File: src/rtl/kdbt_pkg.sv
// Shared types and constants for the keypad debounce and backlight timer.
package kdbt_pkg;

  // Key count and field widths
  localparam int NUM_KEYS   = 5;
  localparam int TIMER_W    = 16;
  localparam int COUNT_W    = 8;
  localparam int WAKE_W     = 2;
  localparam int APB_ADDR_W = 4;
  localparam int APB_DATA_W = 32;

  // Saturation limits and wake length
  localparam logic [TIMER_W-1:0] TIMER_MAX  = '1;
  localparam logic [COUNT_W-1:0] COUNT_MAX  = '1;
  localparam logic [WAKE_W-1:0]  WAKE_EVALS = 2'd2;

  // Register reset values
  localparam logic [TIMER_W-1:0] SCAN_PERIOD_RST   = 16'd10;
  localparam logic [TIMER_W-1:0] HANDLE_PERIOD_RST = 16'd100;
  localparam logic [TIMER_W-1:0] TIMEOUT_RST       = 16'd20000;
  localparam logic [COUNT_W-1:0] THRESHOLD_RST     = 8'd6;

  // Register index, taken from paddr[3:2]
  typedef enum logic [1:0] {
    REG_SCAN_PERIOD   = 2'd0,
    REG_HANDLE_PERIOD = 2'd1,
    REG_TIMEOUT       = 2'd2,
    REG_THRESHOLD     = 2'd3
  } reg_idx_t;

  // Configuration bundle from the register block to the datapath
  typedef struct packed {
    logic [TIMER_W-1:0] scan_period;
    logic [TIMER_W-1:0] handle_period;
    logic [TIMER_W-1:0] backlight_timeout;
    logic [COUNT_W-1:0] debounce_threshold;
  } cfg_t;

endpackage

File: src/rtl/kdbt_regs.sv
// APB configuration registers for the keypad debounce and backlight timer.
module kdbt_regs
  import kdbt_pkg::*;
(
  input  logic                  clk,
  input  logic                  rst,
  input  logic                  psel,
  input  logic                  penable,
  input  logic                  pwrite,
  input  logic [APB_ADDR_W-1:0] paddr,
  input  logic [APB_DATA_W-1:0] pwdata,
  output logic [APB_DATA_W-1:0] prdata,
  output logic                  pready,
  output cfg_t                  cfg
);

  logic     wr_en;
  reg_idx_t idx;

  assign pready = 1'b1;
  assign idx    = reg_idx_t'(paddr[3:2]);
  assign wr_en  = psel & penable & pwrite & pready;

  // Register writes
  always_ff @(posedge clk) begin
    if (rst) begin
      cfg.scan_period        <= SCAN_PERIOD_RST;
      cfg.handle_period      <= HANDLE_PERIOD_RST;
      cfg.backlight_timeout  <= TIMEOUT_RST;
      cfg.debounce_threshold <= THRESHOLD_RST;
    end else if (wr_en) begin
      case (idx)
        REG_SCAN_PERIOD:   cfg.scan_period        <= pwdata[TIMER_W-1:0];
        REG_HANDLE_PERIOD: cfg.handle_period      <= pwdata[TIMER_W-1:0];
        REG_TIMEOUT:       cfg.backlight_timeout  <= pwdata[TIMER_W-1:0];
        REG_THRESHOLD:     cfg.debounce_threshold <= pwdata[COUNT_W-1:0];
        default: ;
      endcase
    end
  end

  // Read mux, zero extended
  always_comb begin
    case (idx)
      REG_SCAN_PERIOD:   prdata = {{(APB_DATA_W-TIMER_W){1'b0}}, cfg.scan_period};
      REG_HANDLE_PERIOD: prdata = {{(APB_DATA_W-TIMER_W){1'b0}}, cfg.handle_period};
      REG_TIMEOUT:       prdata = {{(APB_DATA_W-TIMER_W){1'b0}}, cfg.backlight_timeout};
      REG_THRESHOLD:     prdata = {{(APB_DATA_W-COUNT_W){1'b0}}, cfg.debounce_threshold};
      default:           prdata = '0;
    endcase
  end

endmodule

File: src/rtl/keypad_debounce_backlight_timer.sv
// Keypad debounce with backlight timer: tick datapath, state and result register.
// The result of each accepted tick item is registered in the output register.
// Throughput: one item per cycle while in_stall is low; the state update is single-pass
// logic ahead of the state and result registers, so a new item is taken while a result
// is still held. in_stall is high only while a result waits and out_stall holds it.
// Reset: synchronous; timers, counts and modes clear, backlight on, registers to defaults.
module keypad_debounce_backlight_timer
  import kdbt_pkg::*;
(
  input  logic                  clk,
  input  logic                  rst,
  // tick items
  input  logic                  in_valid,
  output logic                  in_stall,
  input  logic [NUM_KEYS-1:0]   key_levels,
  // result items
  output logic                  out_valid,
  input  logic                  out_stall,
  output logic [NUM_KEYS-1:0]   key_events,
  output logic                  backlight,
  output logic                  evaluated,
  // configuration
  input  logic                  psel,
  input  logic                  penable,
  input  logic                  pwrite,
  input  logic [APB_ADDR_W-1:0] paddr,
  input  logic [APB_DATA_W-1:0] pwdata,
  output logic [APB_DATA_W-1:0] prdata,
  output logic                  pready
);

  cfg_t cfg;

  kdbt_regs u_regs (
    .clk     (clk),
    .rst     (rst),
    .psel    (psel),
    .penable (penable),
    .pwrite  (pwrite),
    .paddr   (paddr),
    .pwdata  (pwdata),
    .prdata  (prdata),
    .pready  (pready),
    .cfg     (cfg)
  );

  // State
  logic [TIMER_W-1:0] scan_timer, scan_timer_next;
  logic [TIMER_W-1:0] handle_timer, handle_timer_next;
  logic [TIMER_W-1:0] idle_timer, idle_timer_next;
  logic [COUNT_W-1:0] low_cnt [NUM_KEYS];
  logic [COUNT_W-1:0] low_cnt_next [NUM_KEYS];
  logic               dark_mode, dark_mode_next;
  logic               wake_pending, wake_pending_next;
  logic [WAKE_W-1:0]  wake_count, wake_count_next;
  logic               light_state, light_state_next;
  logic [NUM_KEYS-1:0] events_next;
  logic               eval_next;

  logic in_accept;

  assign in_stall  = out_valid & out_stall;
  assign in_accept = in_valid & ~in_stall;

  // Per-tick update: timers, scan, evaluation, timeout
  always_comb begin
    logic [TIMER_W-1:0]  st, ht, it;
    logic [COUNT_W-1:0]  cnt [NUM_KEYS];
    logic [NUM_KEYS-1:0] hit;
    logic                any;
    logic                wp;
    logic [WAKE_W-1:0]   wc;
    logic                dm;
    logic                lt;

    st = (scan_timer   == TIMER_MAX) ? TIMER_MAX : scan_timer + 1'b1;
    ht = (handle_timer == TIMER_MAX) ? TIMER_MAX : handle_timer + 1'b1;
    it = (idle_timer   == TIMER_MAX) ? TIMER_MAX : idle_timer + 1'b1;
    wp = wake_pending;
    wc = wake_count;
    dm = dark_mode;
    lt = light_state;
    hit = '0;
    any = 1'b0;

    // sample keys
    for (int i = 0; i < NUM_KEYS; i++) begin
      cnt[i] = low_cnt[i];
    end
    if (st >= cfg.scan_period) begin
      st = '0;
      for (int i = 0; i < NUM_KEYS; i++) begin
        if (!key_levels[i] && low_cnt[i] != COUNT_MAX) begin
          cnt[i] = low_cnt[i] + 1'b1;
        end
      end
    end

    // evaluate presses
    eval_next = (ht >= cfg.handle_period);
    if (eval_next) begin
      ht = '0;
      for (int i = 0; i < NUM_KEYS; i++) begin
        hit[i] = (cnt[i] >= cfg.debounce_threshold);
      end
      any = |hit;
      if (!dm) begin
        if (any) begin
          it = '0;
        end
      end else begin
        if (any) begin
          wp = 1'b1;
          lt = 1'b1;
        end
        if (wp) begin
          wc = wc + 1'b1;
        end
        if (wc >= WAKE_EVALS) begin
          wc = '0;
          wp = 1'b0;
          dm = 1'b0;
        end
        if (dm) begin
          it = '0;
        end
      end
      for (int i = 0; i < NUM_KEYS; i++) begin
        cnt[i] = '0;
      end
      // backlight timeout, checked on evaluation ticks only
      if (!dm && it >= cfg.backlight_timeout) begin
        it = '0;
        lt = 1'b0;
        dm = 1'b1;
      end
    end

    events_next = dark_mode ? '0 : hit;
    scan_timer_next   = st;
    handle_timer_next = ht;
    idle_timer_next   = it;
    for (int i = 0; i < NUM_KEYS; i++) begin
      low_cnt_next[i] = cnt[i];
    end
    dark_mode_next    = dm;
    wake_pending_next = wp;
    wake_count_next   = wc;
    light_state_next  = lt;
  end

  // State registers
  always_ff @(posedge clk) begin
    if (rst) begin
      scan_timer   <= '0;
      handle_timer <= '0;
      idle_timer   <= '0;
      for (int i = 0; i < NUM_KEYS; i++) begin
        low_cnt[i] <= '0;
      end
      dark_mode    <= 1'b0;
      wake_pending <= 1'b0;
      wake_count   <= '0;
      light_state  <= 1'b1;
    end else if (in_accept) begin
      scan_timer   <= scan_timer_next;
      handle_timer <= handle_timer_next;
      idle_timer   <= idle_timer_next;
      for (int i = 0; i < NUM_KEYS; i++) begin
        low_cnt[i] <= low_cnt_next[i];
      end
      dark_mode    <= dark_mode_next;
      wake_pending <= wake_pending_next;
      wake_count   <= wake_count_next;
      light_state  <= light_state_next;
    end
  end

  // Result register
  always_ff @(posedge clk) begin
    if (rst) begin
      out_valid <= 1'b0;
    end else begin
      out_valid <= in_accept | (out_valid & out_stall);
    end
  end

  always_ff @(posedge clk) begin
    if (in_accept) begin
      key_events <= events_next;
      backlight  <= light_state_next;
      evaluated  <= eval_next;
    end
  end

  // Checks
  a_normal_lit: assert property (@(posedge clk) disable iff (rst)
    !dark_mode |-> light_state)
    else $error("backlight off outside dark mode");

  a_wake_in_dark: assert property (@(posedge clk) disable iff (rst)
    wake_pending |-> dark_mode)
    else $error("wake pending outside dark mode");

  a_wake_count: assert property (@(posedge clk) disable iff (rst)
    wake_count < WAKE_EVALS)
    else $error("wake count past limit");

  a_events_on_eval: assert property (@(posedge clk) disable iff (rst)
    out_valid && key_events != '0 |-> evaluated)
    else $error("key event without evaluation");

  a_light_out: assert property (@(posedge clk) disable iff (rst)
    in_accept |=> backlight == light_state)
    else $error("backlight output differs from state");

endmodule
File: config.mk
export PLATFORM = sky130hd
export DESIGN_NAME = keypad_debounce_backlight_timer
export DESIGN_NICKNAME = d
export VERILOG_FILES = /design/src/rtl/kdbt_pkg.sv /design/src/rtl/kdbt_regs.sv /design/src/rtl/keypad_debounce_backlight_timer.sv
export SDC_FILE = /design/constraint.sdc
export NUM_CORES = 1
export LEC_CHECK = 0
export ABC_AREA = 1
export ABC_CLOCK_PERIOD_IN_PS = 7800
export BUFFER_PORTS_ARGS = -buffer_cell sky130_fd_sc_hd__buf_2
export CAP_MARGIN = 20
export CELL_PAD_IN_SITES_DETAIL_PLACEMENT = 1
export CELL_PAD_IN_SITES_GLOBAL_PLACEMENT = 2
export CORE_ASPECT_RATIO = 0.8
export CORE_MARGIN = 2
export CORE_UTILIZATION = 35
export CTS_CLUSTER_SIZE = 12
export DETAILED_ROUTE_END_ITERATION = 6
export PLACE_DENSITY = 0.78
export SKIP_LAST_GASP = 1
export SYNTH_ARGS = -nofsm -noshare
export SYNTH_HDL_FRONTEND = slang
export SYNTH_SLANG_ARGS = --single-unit
File: constraint.sdc
create_clock -name clk -period 7.8 [get_ports clk]
set_clock_uncertainty 0.2 [all_clocks]
set_input_delay 1.17 -clock clk [delete_from_list [all_inputs] [get_ports clk]]
set_output_delay 1.17 -clock clk [all_outputs]
set_load 0.1 [all_outputs]
==> impl_metrics.csv, run 1 <==
group,metric,value,unit
place,dp_slack,569,ps
floorplan,core_area,30400,um^2
synth,syn_area,10800,um^2
routing,postRouteAntennaNets,0,
floorplan,die-height,161,um
timing,finalSetupTns,0,ps
routing,drt_pass1_iterations,4,
critical_path,regToRegStartpoint,"scan_timer[0]",
routing,via_per_inst,4.80,
pwr,power.density,174,nW/um^2
clock_tree,cts_buffer_depth,2,
finish,fin_nets,1693,
synth,async_flop_share,0,%
floorplan,pin_count,90,
floorplan,fp-row-count,57,
pwr,p_leak,5.61,nW
clock_tree,hold_buffers,0,
routing,wire_per_inst,15.4,um
critical_path,worst_ep_required_time,7920,ps
grt,antenna_found_initial,0,
critical_path,rr_worst_depth,44,
synth,synth_cells,1510,
critical_path,slowest_stage,"dfxtp_1",
synth,syn_avg_cell_area,7.16,um^2
critical_path,startpoint_type,"register",
timing,relSlewSlack,35.2,%
place,hpwl,22800,um
grt,overflow,0,
clock_tree,worstSkewPairLatency,440,ps
grt,grt_pass1_wl,50300,um
clock_tree,cts_tree,"done",
timing,period_needed,6970,ps
finish,layout-drive-gt1-share,9.41,%
grt,grt_use_total,19.4,%
synth,synth_area_leaders,"dfxtp_1 20%, edfxtp_1 13%, ha_1 11%, nand2_1 10%, inv_1 9.1%",
pwr,peakVddDrop,0.145,mV
routing,num_vias,9488,
clock_tree,cts_sinks,157,
clock_tree,cts_inserted_buffers,17,
critical_path,crit_path_max_fanout,55,
timing,hold_viol_final,0,
critical_path,r2r_slack,830,ps
clock_tree,clk_pin_slew_worst_paths,70,ps
timing,slew_violations,0,
status,outcome,"finished, final reports clean",
floorplan,start_util,35.6,%
grt,grt_pass1_vias,9605,
critical_path,crit_top_cell,"nand2_1",
finish,nFillCells,3899,
timing,finalSetupViolCount,0,
critical_path,arrival,7090,ps
floorplan,fp.dieW,200,um
place,gp_congestion,0.768,
hold_path,whs_path_depth,2,
timing,rsz0062_at_grt,"false",
routing,drt-initial-drc-count,324,
synth,synth_top_area_share,20.4,%
hold_path,worstHoldStart,"idle_timer[4]",
critical_path,max_stage_delay,340,ps
synth,synth_largest_area_cell,"dfxtp_1",
clock_tree,clock_tree.root_cell,"clkbuf_16",
timing,layout_setup_ws,833,ps
critical_path,path_class,"reg -> reg",
clock_tree,htree_levels,4,
routing,drc_errors,0,
routing,routed_wl,30400,um
synth,synth_edf_count,47,
synth,synth_warnings,0,
synth,synth_cell_types,50,
grt,grt_max_degree,59,
finish,diodes,0,
floorplan,die_area,32300,um^2
job,drv_cap,0,
timing,period_share,89.3,%
place,numPortBuffers,54,
critical_path,rr_endpoint,"idle_timer[10]",
synth,synthFlopType,"dfxtp_1",
hold_path,hold_end,"idle_timer[4]",
hold_path,min_path_type,"reg -> reg",
timing,worst_pin_slew,969,ps
timing,max_freq,144,MHz
synth,synth-seq-cells,157,
critical_path,end_kind,"register",
synth,ys_seq_area_share,33.4,%
finish,area_growth,11.2,%
-- timing repair --
action	in CTS	in global routing
setup endpoints to repair	0	18
hold endpoints to repair	0	0
resized for setup	0	5
setup buffers	0	0
-- routing by layer --
metal	routed length, um	GRT usage, %
met5	0	0
met3	655	2.68
met2	13600	31.7
met1	15800	27.1
met4	372	4.68
-- registers in the layout, indices dropped and copies added (netlist names) --
signal	cells
out_valid	1
handle_timer	16
key_events	5
backlight	1
wake_pending	1
evaluated	1
low_cnt	40
idle_timer	16
wake_count	2
u_regs.cfg	56
scan_timer	16
light_state	1
dark_mode	1
-- logic make-up (layout without fill, tap and decap cells) --
family | after synthesis | in the layout | share of synthesized area [%]
AO/OA/AOI/OAI | 315 | 315 | 15.9
adder cells (fa/ha/maj) | 96 | 96 | 11.1
flip-flops | 157 | 157 | 33.4
XOR/XNOR | 50 | 50 | 4.05
other | 2 | 17 | 0.0695
AND/OR/NAND/NOR | 566 | 566 | 23.2
buffers and inverters | 324 | 361 | 12.3
-- power by group --
group | internal [W] | leakage, nW | switching, W
clock | 0.000477 | 0.274 | 0.000385
combinational | 0.0000866 | 3.94 | 0.000254
sequential | 0.000869 | 1.40 | 0.0000227
total | 0.00143 | 5.61 | 0.000661
-- stage by stage --
step                      total power [W]  util, %  hold WS [ps]  instances  cell area, um^2
after floorplan                   0.00117        -           226       1525            10900
after detailed placement          0.00125     37.6           249       1943            11400
after global placement            0.00124     37.6           241       1942            11400
after global routing              0.00219     39.6           299       1975            12000
final                             0.00209     39.6           261       1975            12000
after CTS                         0.00212     39.5           268       1975            12000
-- Yosys cell counts, types with 2 or more instances --
cell / count
a21oi_2: 3
conb_1: 2
clkbuf_1: 23
o221ai_1: 8
o21ai_1: 3
nand2_4: 2
nand4_1: 11
nor2_1: 150
nor2_2: 7
nor3_2: 7
o21ai_2: 2
o21ai_0: 157
a21oi_1: 94
nor4_2: 2
a31oi_1: 7
o211ai_1: 14
nor2_4: 3
ha_1: 96
o22ai_1: 19
nand3_2: 5
xor2_1: 41
nand2_1: 288
clkinv_1: 4
xnor2_1: 9
buf_2: 12
nand3_1: 58
edfxtp_1: 47
inv_1: 261
nand2_2: 8
nor3_1: 17
buf_1: 2
buf_4: 21
dfxtp_1: 110
-- final cells by class --
class	count	area [um^2]	area share, %
tap	413	517	4.30
timing repair buffer	64	362	3.01
clock inverter	15	164	1.36
inverter	265	995	8.27
clock buffer	17	425	3.54
sequential	157	3610	30.1
multi-input combinational	1044	5950	49.5
-- worst max-delay path, delay by kind of cell, from the launching register on --
family	cells	cell delay [ps]
simple gates	29	3760
buf+inv	9	960
fa+ha+maj	3	880
compound gates	3	620
flops	1	340
-- cell usage in the layout (no fill, tap or decap), types with 2 or more instances in the layout --
cell type     n
buf_2        54
ha_1         96
nand2_1     288
nor4_2        2
buf_4         8
nor3_2        8
nand4_1      11
clkinv_1      4
a21oi_1      94
xnor2_1       9
nand2_4       2
nand3_2       6
clkinv_4      3
o21ai_1       6
nor2_1      149
o221ai_1      8
xor2_1       41
inv_6         3
clkbuf_16    17
o211ai_1     14
nor2_4        3
nand3_1      57
edfxtp_1     47
nor3_1       16
o22ai_1      19
inv_1       260
o21ai_0     154
clkinvlp_4    4
a31oi_1       7
a21oi_2       3
conb_1       17
o21ai_2       2
bufinv_16     2
nor2_2        8
dfxtp_1     110
nand2_2       8
-- worst max path at each step --
stage          slack, ps        endpoint     startpoint  cells after the start
5_1_grt               70  idle_timer[10]  scan_timer[0]                     45
2_1_floorplan       2010  idle_timer[15]  scan_timer[0]                     47
3_5_place_dp         570  idle_timer[15]  scan_timer[0]                     44
3_3_place_gp         660   idle_timer[1]  scan_timer[0]                     44
4_1_cts              480  idle_timer[10]  scan_timer[0]                     45
6_report             830  idle_timer[10]  scan_timer[0]                     44
Power figures use the tool's default switching activity.
==> run 2, diff against run 1 <==
Settings changed: CTS_BUF_LIST set to sky130_fd_sc_hd__clkbuf_16, PLACE_DENSITY 0.78 to 0.79, SYNTH_HIERARCHICAL set to 1.
==> run 2 against run 1 <==
Critical path depth is 3 lower; sequential cell count stayed put; largest power group unchanged; hold slack hardly changed; critical endpoint is now idle_timer[3]; sequential power hardly changed; setup slack worse by 24 ps.
==> impl_metrics.csv, run 2 <==
group,metric,value,unit
status,outcome,"finished, final reports clean",
critical_path,crit_family,"simple AND/OR/NAND/NOR gates",
pwr,power.density,165,nW/um^2
critical_path,crit_path_max_fanout,16,
finish,nFillCells,4175,
finish,mostFrequentLayoutCell,"nand2_1",
finish,reg.largest.list,"u_regs/cfg (56), low_cnt (40)",
routing,drc_errors,0,
critical_path,end_kind,"register",
synth,syn_avg_cell_area,6.85,um^2
grt,overflow,0,
pwr,p_leak,6.08,nW
finish,multi_input_area,6500,um^2
floorplan,fp-row-count,59,
timing,rsz0062_at_grt,"false",
finish,layout-drive-gt1-share,10.3,%
finish,largest_reg_flops,56,
routing,drt_pass1_iterations,4,
pwr,power_switching,0.000667,W
critical_path,slowest_stage,"dfxtp_1",
finish,fin_nets,1852,
synth,synth_common_cells,"402 x nand2_1, 258 x inv_1, 222 x nor2_1, 127 x nand3_1, 110 x dfxtp_1",
routing,routed_wl,33700,um
finish,final_cells,2148,
synth,synth_xor_area_share,3.83,%
grt,grt_pass1_wl,54700,um
grt,grt_max_degree,71,
place,numPortBuffers,54,
floorplan,start_util,35.4,%
finish,diodes,0,
synth,synth.area.mux_share,0,%
finish,final-seq-area,3610,um^2
synth,ys_seq_area_share,31.6,%
clock_tree,clock_tree.root_cell,"clkbuf_16",
clock_tree,cts_sinks,157,
timing,relSlewSlack,35.1,%
critical_path,startpoint_type,"register",
synth,synth_top_family_by_area,"simple AND/OR/NAND/NOR gates",
synth,yosysMostFrequentCell,"nand2_1",
hold_path,min_path_type,"reg -> reg",
place,dp_slack,342,ps
clock_tree,cts_buffer_depth,2,
clock_tree,worstSkewPairLatency,440,ps
synth,synth_simple_gate_area_share,32.5,%
routing,num_vias,10400,
critical_path,cp_num_cells,41,
timing,slew_violations,0,
grt,grt_use_total,20.2,%
timing,period_share,89.6,%
timing,worst_pin_slew,974,ps
critical_path,rr_worst_depth,41,
pwr,seqPwrFrac,42.9,%
grt,grt_pass1_vias,10400,
grt,antenna_found_initial,0,
pwr,pwr-share-comb,17.0,%
critical_path,cp_num_buf_inv,7,
synth,synth_area_leaders,"dfxtp_1 19%, nand2_1 13%, edfxtp_1 12%, ha_1 11%, inv_1 8.5%",
synth,synth_largest_area_cell,"dfxtp_1",
pwr,netSwitchingFraction,32.0,%
timing,period_needed,6990,ps
critical_path,worst_ep_required_time,7930,ps
synth,syn_area,11400,um^2
timing,layout_setup_ws,809,ps
floorplan,die-height,166,um
routing,postRouteAntennaNets,0,
synth,synth_warnings,6,
hold_path,whs_path_depth,2,
timing,hold_viol_final,0,
synth,synth_compound_area_share,8.69,%
routing,via_per_inst,4.86,
place,hpwl,24500,um
finish,area_growth,10.9,%
synth,synthFlopType,"dfxtp_1",
routing,drt-initial-drc-count,395,
clock_tree,htree_levels,4,
clock_tree,clk_pin_slew_worst_paths,70,ps
clock_tree,cts_tree,"done",
floorplan,core_area,32300,um^2
clock_tree,cts_inserted_buffers,17,
place,place_inst,2109,
timing,finalSetupTns,0,ps
synth,synth_cell_types,51,
synth,synth_cells,1668,
timing,max_freq,143,MHz
job,drv_cap,0,
synth,synth-seq-cells,157,
finish,largest_register,"u_regs/cfg",
critical_path,crit_top_cell,"nand2_1",
timing,finalSetupViolCount,0,
synth,synth_edf_count,47,
synth,synth_fa_ha_area_share,10.5,%
place,gp_congestion,0.784,
synth,async_flop_share,0,%
pwr,peakVddDrop,0.151,mV
critical_path,path_class,"reg -> reg",
pwr,internal_power,0.00142,W
finish,mostFrequentLayoutCells,"401 x nand2_1, 259 x inv_1, 219 x nor2_1",
routing,wire_per_inst,15.7,um
critical_path,arrival,7120,ps
synth,synth_top_area_share,19.3,%
critical_path,r2r_slack,810,ps
critical_path,max_stage_delay,380,ps
floorplan,pin_count,90,
pwr,p_clk_share,40.1,%
floorplan,fp.dieW,206,um
floorplan,die_area,34100,um^2
## run 2: final cells by class
| cell class | instances | area share [%] |
|---|---|---|
| inverter | 271 | 8.02 |
| clock inverter | 14 | 0.938 |
| timing repair buffer | 74 | 3.51 |
| sequential | 157 | 28.5 |
| clock buffer | 18 | 3.55 |
| multi-input combinational | 1187 | 51.2 |
| tap | 427 | 4.21 |
## run 2: per-layer routing
layer | vias up | wire, um | share of wire, % | GRT usage, %
met5 | - | 0 | 0 | 0
met4 | 0 | 509 | 1.5 | 4.47
met3 | 27 | 907 | 2.7 | 2.79
met2 | 120 | 14900 | 44 | 32.4
met1 | 4923 | 17400 | 52 | 28.7
li1 | 5370 | - | - | -
## run 2: path summary, 6_finish.rpt
| check | start | to |
|---|---|---|
| setup / recovery | scan_timer[1] | idle_timer[3] |
| hold / removal | idle_timer[4] | idle_timer[4] |
| setup reg to reg | scan_timer[1] | idle_timer[3] |
| hold reg to reg | idle_timer[4] | idle_timer[4] |
## run 2: metrics by stage
step                      hold slack, ps  util (%)  instance area, um^2  power [W]
final                                261      39.2                12700    0.00209
after global routing                 298      39.2                12700    0.00220
after CTS                            268      38.8                12600    0.00212
after detailed placement             249      37.1                12000    0.00127
after global placement               238      37.1                12000    0.00126
after floorplan                      226         -                11500    0.00119
## run 2: worst reg2reg max path, delay by kind of cell, from the launching register on
family          cells  cell delay, ps
compound gates      5             880
buf+inv             7             910
fa+ha+maj           4            1060
simple gates       25            3510
flops               1             380
## run 2: cell families after synthesis
family                     count (synthesis)
xor gates and xnor gates                  50
adders and majority gates                 96
buffers and inverters                    340
DFF                                      157
other                                      2
AOI/OAI and AO/OA                        184
and+or+nand+nor                          839
## run 2: power by group through the flow
stage / combinational, W / clock [W] / sequential, W
6_report: 0.000354 / 0.000837 / 0.000895
5_1_grt: 0.000400 / 0.000898 / 0.000899
4_1_cts: 0.000357 / 0.000864 / 0.000895
3_5_place_dp: 0.000355 / 0 / 0.000914
3_3_place_gp: 0.000347 / 0 / 0.000912
2_1_floorplan: 0.000269 / 0 / 0.000921
## run 2: timing repair
| action | CTS | global route |
|---|---|---|
| endpoints found under the setup margin | 0 | 19 |
| gates resized for setup | 0 | 12 |
| endpoints found under the hold margin | 0 | 0 |
| hold buffers | 0 | 0 |
| buffers inserted | 0 | 6 |
